File: src/design/bdq_pkg.sv
// shared constants, command codes and control types for the byte deque
package bdq_pkg;

  localparam int DEPTH  = 16;
  localparam int PTR_W  = $clog2(DEPTH);
  localparam int CNT_W  = $clog2(DEPTH + 1);
  localparam int CMD_W  = 3;
  localparam int BYTE_W = 8;

  localparam logic [CMD_W-1:0] CMD_PUSH_BACK  = 3'd0;
  localparam logic [CMD_W-1:0] CMD_PUSH_FRONT = 3'd1;
  localparam logic [CMD_W-1:0] CMD_POP_BACK   = 3'd2;
  localparam logic [CMD_W-1:0] CMD_POP_FRONT  = 3'd3;
  localparam logic [CMD_W-1:0] CMD_CLEAR      = 3'd4;
  localparam logic [CMD_W-1:0] CMD_DUMP       = 3'd5;

  typedef struct packed {
    logic push_back;
    logic push_front;
    logic pop_back;
    logic pop_front;
    logic clear;
    logic load_status;
    logic status_ok;
    logic dump_begin;
    logic dump_beat;
  } dp_cmd_t;

  typedef struct packed {
    logic full;
    logic empty;
    logic dump_last;
    logic out_busy;
  } dp_status_t;

endpackage

File: src/design/bdq_ctrl.sv
// command decoder and sequencer for the byte deque
module bdq_ctrl (
  input  logic                        clk,
  input  logic                        rst,
  input  logic                        in_valid,
  output logic                        in_stall,
  input  logic [bdq_pkg::CMD_W-1:0]   command,
  input  logic                        out_stall,
  input  bdq_pkg::dp_status_t         status,
  output bdq_pkg::dp_cmd_t            cmd
);

  typedef enum logic [1:0] {
    ST_IDLE = 2'b01,
    ST_DUMP = 2'b10
  } state_t;

  state_t state;
  state_t state_next;
  logic   slot_free;

  assign slot_free = !status.out_busy || !out_stall;

  always_ff @(posedge clk) begin
    if (rst) begin
      state <= ST_IDLE;
    end else begin
      state <= state_next;
    end
  end

  always_comb begin
    cmd        = '0;
    in_stall   = 1'b1;
    state_next = state;
    unique case (state)
      ST_IDLE: begin
        in_stall = !slot_free;
        if (in_valid && slot_free) begin
          unique case (command)
            bdq_pkg::CMD_PUSH_BACK: begin
              cmd.push_back   = !status.full;
              cmd.load_status = 1'b1;
              cmd.status_ok   = !status.full;
            end
            bdq_pkg::CMD_PUSH_FRONT: begin
              cmd.push_front  = !status.full;
              cmd.load_status = 1'b1;
              cmd.status_ok   = !status.full;
            end
            bdq_pkg::CMD_POP_BACK: begin
              cmd.pop_back    = !status.empty;
              cmd.load_status = 1'b1;
              cmd.status_ok   = !status.empty;
            end
            bdq_pkg::CMD_POP_FRONT: begin
              cmd.pop_front   = !status.empty;
              cmd.load_status = 1'b1;
              cmd.status_ok   = !status.empty;
            end
            bdq_pkg::CMD_CLEAR: begin
              cmd.clear       = 1'b1;
              cmd.load_status = 1'b1;
              cmd.status_ok   = 1'b1;
            end
            bdq_pkg::CMD_DUMP: begin
              if (status.empty) begin
                cmd.load_status = 1'b1;
                cmd.status_ok   = 1'b1;
              end else begin
                cmd.dump_begin = 1'b1;
                state_next     = ST_DUMP;
              end
            end
            default: begin
              cmd.load_status = 1'b1;
              cmd.status_ok   = 1'b0;
            end
          endcase
        end
      end
      ST_DUMP: begin
        if (slot_free) begin
          cmd.dump_beat = 1'b1;
          if (status.dump_last) begin
            state_next = ST_IDLE;
          end
        end
      end
      default: begin
        state_next = ST_IDLE;
      end
    endcase
  end

endmodule

File: src/design/bdq_datapath.sv
// ring buffer store, pointers and output register for the byte deque
module bdq_datapath (
  input  logic                         clk,
  input  logic                         rst,
  input  logic [bdq_pkg::BYTE_W-1:0]   value,
  input  logic                         out_stall,
  input  bdq_pkg::dp_cmd_t             cmd,
  output bdq_pkg::dp_status_t          status,
  output logic                         out_valid,
  output logic                         ok,
  output logic [bdq_pkg::BYTE_W-1:0]   data,
  output logic                         data_valid,
  output logic                         last,
  output logic [bdq_pkg::CNT_W-1:0]    count,
  output logic                         empty_res
);

  localparam int SUM_W = bdq_pkg::PTR_W + 1;

  logic [bdq_pkg::BYTE_W-1:0] store [bdq_pkg::DEPTH];

  logic [bdq_pkg::PTR_W-1:0] head;
  logic [bdq_pkg::PTR_W-1:0] head_next;
  logic [bdq_pkg::CNT_W-1:0] fill;
  logic [bdq_pkg::CNT_W-1:0] fill_next;
  logic [bdq_pkg::PTR_W-1:0] idx;

  logic [bdq_pkg::PTR_W-1:0] head_inc;
  logic [bdq_pkg::PTR_W-1:0] head_dec;
  logic [bdq_pkg::PTR_W-1:0] tail_pos;
  logic [bdq_pkg::PTR_W-1:0] read_pos;
  logic [bdq_pkg::PTR_W-1:0] write_pos;
  logic                      write_en;

  function automatic logic [bdq_pkg::PTR_W-1:0] ring_wrap(input logic [SUM_W-1:0] sum);
    if (sum >= SUM_W'(bdq_pkg::DEPTH)) begin
      return bdq_pkg::PTR_W'(sum - SUM_W'(bdq_pkg::DEPTH));
    end
    return sum[bdq_pkg::PTR_W-1:0];
  endfunction

  assign head_inc = (head == bdq_pkg::PTR_W'(bdq_pkg::DEPTH - 1)) ? '0
                                                                   : head + 1'b1;
  assign head_dec = (head == '0) ? bdq_pkg::PTR_W'(bdq_pkg::DEPTH - 1) : head - 1'b1;
  assign tail_pos = ring_wrap(SUM_W'(head) + SUM_W'(fill));
  assign read_pos = ring_wrap(SUM_W'(head) + SUM_W'(idx));

  assign write_en  = cmd.push_back || cmd.push_front;
  assign write_pos = cmd.push_front ? head_dec : tail_pos;

  assign status.full      = (fill == bdq_pkg::CNT_W'(bdq_pkg::DEPTH));
  assign status.empty     = (fill == '0);
  assign status.dump_last = (bdq_pkg::CNT_W'(idx) + bdq_pkg::CNT_W'(1) == fill);
  assign status.out_busy  = out_valid;

  assign count     = fill;
  assign empty_res = (fill == '0);

  always_comb begin
    head_next = head;
    fill_next = fill;
    if (cmd.clear) begin
      head_next = '0;
      fill_next = '0;
    end else if (cmd.push_back) begin
      fill_next = fill + 1'b1;
    end else if (cmd.push_front) begin
      head_next = head_dec;
      fill_next = fill + 1'b1;
    end else if (cmd.pop_back) begin
      fill_next = fill - 1'b1;
    end else if (cmd.pop_front) begin
      head_next = head_inc;
      fill_next = fill - 1'b1;
    end
  end

  always_ff @(posedge clk) begin
    if (rst) begin
      head      <= '0;
      fill      <= '0;
      out_valid <= 1'b0;
    end else begin
      head <= head_next;
      fill <= fill_next;
      if (cmd.load_status || cmd.dump_beat) begin
        out_valid <= 1'b1;
      end else if (!out_stall) begin
        out_valid <= 1'b0;
      end
    end
  end

  always_ff @(posedge clk) begin
    if (cmd.dump_begin) begin
      idx <= '0;
    end else if (cmd.dump_beat) begin
      idx <= idx + 1'b1;
    end
  end

  always_ff @(posedge clk) begin
    if (write_en) begin
      store[write_pos] <= value;
    end
  end

  // one beat per cycle while the output is not stalled, straight from the store into the output register
  always_ff @(posedge clk) begin
    if (cmd.dump_beat) begin
      ok         <= 1'b1;
      data       <= store[read_pos];
      data_valid <= 1'b1;
      last       <= status.dump_last;
    end else if (cmd.load_status) begin
      ok         <= cmd.status_ok;
      data       <= '0;
      data_valid <= 1'b0;
      last       <= 1'b1;
    end
  end

endmodule

File: src/design/byte_deque.sv
// top level of the byte deque
// Bounded double-ended queue of bytes held in a ring buffer of bdq_pkg::DEPTH entries.
// Push back/front, pop back/front and clear each give one result beat; an input beat
// is taken in the same cycle the previous result is taken, so these commands run at
// one per cycle. A dump of n stored bytes first sets up its read index and then gives
// n beats, one per cycle while the output is not stalled, from the store's single
// read port (a dump of an empty queue gives one beat with data_valid low). No input
// beat is taken until the last dump beat has been loaded into the output register.
// count and empty_res show the state after the command; during a dump they show the
// unchanged state.
module byte_deque (
  input  logic                         clk,
  input  logic                         rst,
  input  logic                         in_valid,
  output logic                         in_stall,
  input  logic [bdq_pkg::CMD_W-1:0]    command,
  input  logic [bdq_pkg::BYTE_W-1:0]   value,
  output logic                         out_valid,
  input  logic                         out_stall,
  output logic                         ok,
  output logic [bdq_pkg::BYTE_W-1:0]   data,
  output logic                         data_valid,
  output logic                         last,
  output logic [bdq_pkg::CNT_W-1:0]    count,
  output logic                         empty_res
);

  bdq_pkg::dp_cmd_t    cmd;
  bdq_pkg::dp_status_t status;

  bdq_ctrl u_ctrl (
    .clk       (clk),
    .rst       (rst),
    .in_valid  (in_valid),
    .in_stall  (in_stall),
    .command   (command),
    .out_stall (out_stall),
    .status    (status),
    .cmd       (cmd)
  );

  bdq_datapath u_datapath (
    .clk        (clk),
    .rst        (rst),
    .value      (value),
    .out_stall  (out_stall),
    .cmd        (cmd),
    .status     (status),
    .out_valid  (out_valid),
    .ok         (ok),
    .data       (data),
    .data_valid (data_valid),
    .last       (last),
    .count      (count),
    .empty_res  (empty_res)
  );

endmodule
File: config.mk
export PLATFORM = sky130hd
export DESIGN_NAME = byte_deque
export DESIGN_NICKNAME = d
export VERILOG_FILES = /design/src/design/bdq_pkg.sv /design/src/design/bdq_ctrl.sv /design/src/design/bdq_datapath.sv /design/src/design/byte_deque.sv
export SDC_FILE = /design/constraint.sdc
export NUM_CORES = 1
export LEC_CHECK = 0
export BUFFER_PORTS_ARGS = -buffer_cell sky130_fd_sc_hd__buf_2
export CAP_MARGIN = 25
export CORE_AREA = 2 2 121 123
export CTS_CLUSTER_DIAMETER = 100
export DETAILED_ROUTE_END_ITERATION = 10
export DIE_AREA = 0 0 123 125
export PLACE_DENSITY = 0.65
export SLEW_MARGIN = 30
export SYNTH_ARGS = -nofsm -noshare
export SYNTH_HDL_FRONTEND = slang
export SYNTH_SLANG_ARGS = --single-unit
File: constraint.sdc
create_clock -name clk -period 3.5 [get_ports clk]
set_input_delay 0.35 -clock clk [delete_from_list [all_inputs] [get_ports clk]]
set_output_delay 0.35 -clock clk [all_outputs]
set_load 0.01 [all_outputs]
==> flow_metrics.tcl <==
set metrics [dict create \
    status "finished clean" \
    antenna_left 0 \
    synth_top_cell_by_area "edfxtp_1" \
    drtPass1Iterations 5 \
    routedWlPerCell_microns 21.4 \
    place_ws_ps 556 \
    min_period_ps 2970 \
    setup_slack_ps 527 \
    ys_top_cells_by_area "edfxtp_1 60%, mux4_2 10%, dfxtp_1 5.2%" \
    ctsResizeCount 0 \
    drt_drc_violations_left 0 \
    synth_cell_types 57 \
    hold_viol_final 0 \
    clock.fmax_ghz 0.336 \
    synthFlopType "edfxtp_1" \
    grt_max_degree 33 \
    min_path_type "in -> reg" \
    pin_count 34 \
    setup_tns_ps 0 \
    crit_fanout 8 \
    worstSkewPairLatency_ps 420 \
    place_area_sq_mm 0.00730 \
    syn_area_per_cell_sq_um 15.5 \
    cts_tree "yes" \
    wl_microns 14700 \
    port_buffers 33 \
    clk_pin_slew_worst_paths_ps 60 \
    post-cts-setup-buffers 0 \
    crit_type "reg -> reg" \
    p_int_mw 3.18 \
    syn_area_sq_mm 0.00687 \
    row_count 44 \
    finalCritPeriodShare 0.849 \
    clkPwrFrac 0.393 \
    final-setup-viol-count 0 \
    grt_use_total 0.205 \
    p_total_mw 4.13 \
    startpoint_type "flop" \
    syn2layout_area_growth_pct 13.9 \
    p_leak_nw 2.77 \
    grt_pass1_wl_microns 22900 \
    swShare 0.231 \
    place_congestion 0.887 \
    vias_per_cell 5.82 \
    worst_ep_arrival_time_ps 3020 \
    root_buffer "clkbuf_16" \
    slowest_delay_ps 530 \
    grt_pass1_vias 4062 \
    fin_area_sq_mm 0.00782 \
    holdBufCountCts 0 \
    skew_ps 6.28 \
    die_x_microns 123 \
    slew_viol_final 0 \
    crit_chain "inv_1 > ha_1 > nor3b_2 > a21oi_1 > nand3_1 > o21a_1 > nor2_1" \
    synth-seq-cells 155 \
    htreeDepth 4 \
    fp.dieH_microns 125 \
    core_sq_mm 0.0142 \
    grt_antenna_before_repair 1 \
    worstMarginPinSlew_ps 696 \
    fin_nets 516 \
    cts_buffer_depth 2 \
    hold_slack_ps 226 \
    drtIter0Drc 282 \
    max-slew-margin-rel 0.532 \
    start_util 0.484 \
    power_frac_seq 0.504 \
    power.switching_uw 956 \
    cts_made_buffers 17 \
    yosys.area.top_type_share 0.599 \
    overflow 0 \
    vias 3983 \
    cp_data_required_time_ps 3550 \
    die_area_sq_mm 0.0154 \
    drive_gt1_frac 0.224 \
    hpwl_microns 9650 \
    syn_nets 472 \
    synth_edf_count 137 \
    cts.sinks 155 \
    postSynth.asyncResetShare 0 \
    yosysSeqAreaShare 0.651 \
    syn-instance-count 443 \
    ir_drop_v 0.000302 \
    ys_warn_count 0 \
    rsz0062_at_grt "no" \
    critPathSlowestCell "nor2_1" \
    power.density_mw_per_mm2 528 \
    drv_cap 0 \
    n_antenna_cell 0 \
    pwr-share-comb 0.103 \
    cp-end-kind "flop" \
]
==> cell usage in the layout (no fill, tap or decap), types with 2 or more instances in the layout <==
cell       instances
nand3_1           12
clkinv_1           5
a21boi_0           2
nor4_1             4
nand2_1           22
mux4_2            32
nor2b_1            7
and2_1             7
nand2b_1           6
edfxtp_1         137
or3_1              2
buf_2             33
a21o_1             3
xor2_1             7
mux2i_1           17
ha_1              11
and3_1             3
a31oi_1            5
nand4_1            2
buf_4             13
buf_12             2
inv_1              9
fa_1               2
o21ai_0           13
clkbuf_1           3
xnor2_1           12
clkbuf_16         17
clkinv_2           5
o22ai_1           11
nor2_1            24
dfxtp_1           18
a21oi_1           14
nor3b_1            2
nor3_1             9
==> synth_stat cells (all sizes together), types with 3 or more instances <==
cell type,instances
edfxtp,137
mux4,32
nor2,24
nand2,22
dfxtp,18
mux2i,17
a21oi,14
o21ai,13
clkbuf,12
ha,12
nand3,12
xnor2,12
buf,11
o22ai,11
inv,9
nor3,9
nor2b,8
xor2,8
and2,7
nand2b,6
a31oi,5
a21o,4
nor4,4
and3,3
nor3b,3
==> registers in the layout, indices dropped and copies added (netlist names) <==
| register | flops |
|---|---|
| u_ctrl.state | 2 |
| u_datapath.count | 5 |
| u_datapath.data | 8 |
| u_datapath.data_valid | 1 |
| u_datapath.head | 4 |
| u_datapath.idx | 4 |
| u_datapath.last | 1 |
| u_datapath.ok | 1 |
| u_datapath.out_valid | 1 |
| u_datapath.store | 128 |
==> worst paths after layout <==
path	from	endpoint	slack (ps)	cells after the start
max	u_datapath.count[1]$_SDFFE_PP0P_	u_datapath.store[0][1]$_DFFE_PP_	530	7
min	rst	u_datapath.out_valid$_SDFFE_PP0P_	230	2
max reg2reg	u_datapath.count[1]$_SDFFE_PP0P_	u_datapath.store[0][1]$_DFFE_PP_	530	7
min reg2reg	u_datapath.data_valid$_SDFFE_PP1P_	u_datapath.data_valid$_SDFFE_PP1P_	440	2
==> through the flow <==
step                std cells   util
global route              684  0.551
global placement          652  0.514
detailed placement        652  0.514
floorplan                 443      -
finish                    684  0.551
CTS                       684  0.551
==> power by group through the flow <==
stage          Clock (mW)  Combinational, mW  Sequential, mW
2_1_floorplan           0              0.291            2.11
3_3_place_gp            0              0.417            2.12
3_5_place_dp            0              0.425            2.12
4_1_cts              1.66              0.427            2.08
5_1_grt              1.74              0.466            2.09
6_report             1.63              0.425            2.08
==> area by class of cell <==
type | instances | area (sq um)
clock buffer | 20 | 437
clock inverter | 12 | 81.3
fill | 1131 | 6380
inverter | 9 | 33.8
multi-input combinational | 256 | 2260
sequential | 155 | 4470
tap | 184 | 230
timing repair buffer | 48 | 303
==> critical path, delay by kind of cell (launching register included) <==
kind / cells / cell delay (ps)
AND/OR/NAND/NOR: 3 / 1010
flip-flops: 1 / 490
adder cells (fa/ha/maj): 1 / 220
buffers and inverters: 1 / 170
AO/OA/AOI/OAI: 2 / 710
==> cells by family (layout without fill, tap and decap cells) <==
logic type	after synthesis	count (layout)	share of synthesized area
DFF	155	155	0.651
AOI/OAI and AO/OA	64	64	0.0621
muxes	49	49	0.130
adders and majority gates	14	14	0.0277
and+or+nand+nor	109	109	0.0831
xor gates and xnor gates	20	20	0.0255
buffers and inverters	32	89	0.0204
==> metal layers <==
layer  track usage  vias up  share of wire
li1              -     1817              -
met1         0.266     2038           0.42
met2         0.340      102           0.51
met3        0.0406       24          0.043
met4        0.0802        2          0.021
met5             0        -        0.00089
Note: power is estimated with default switching activity, not from simulation.
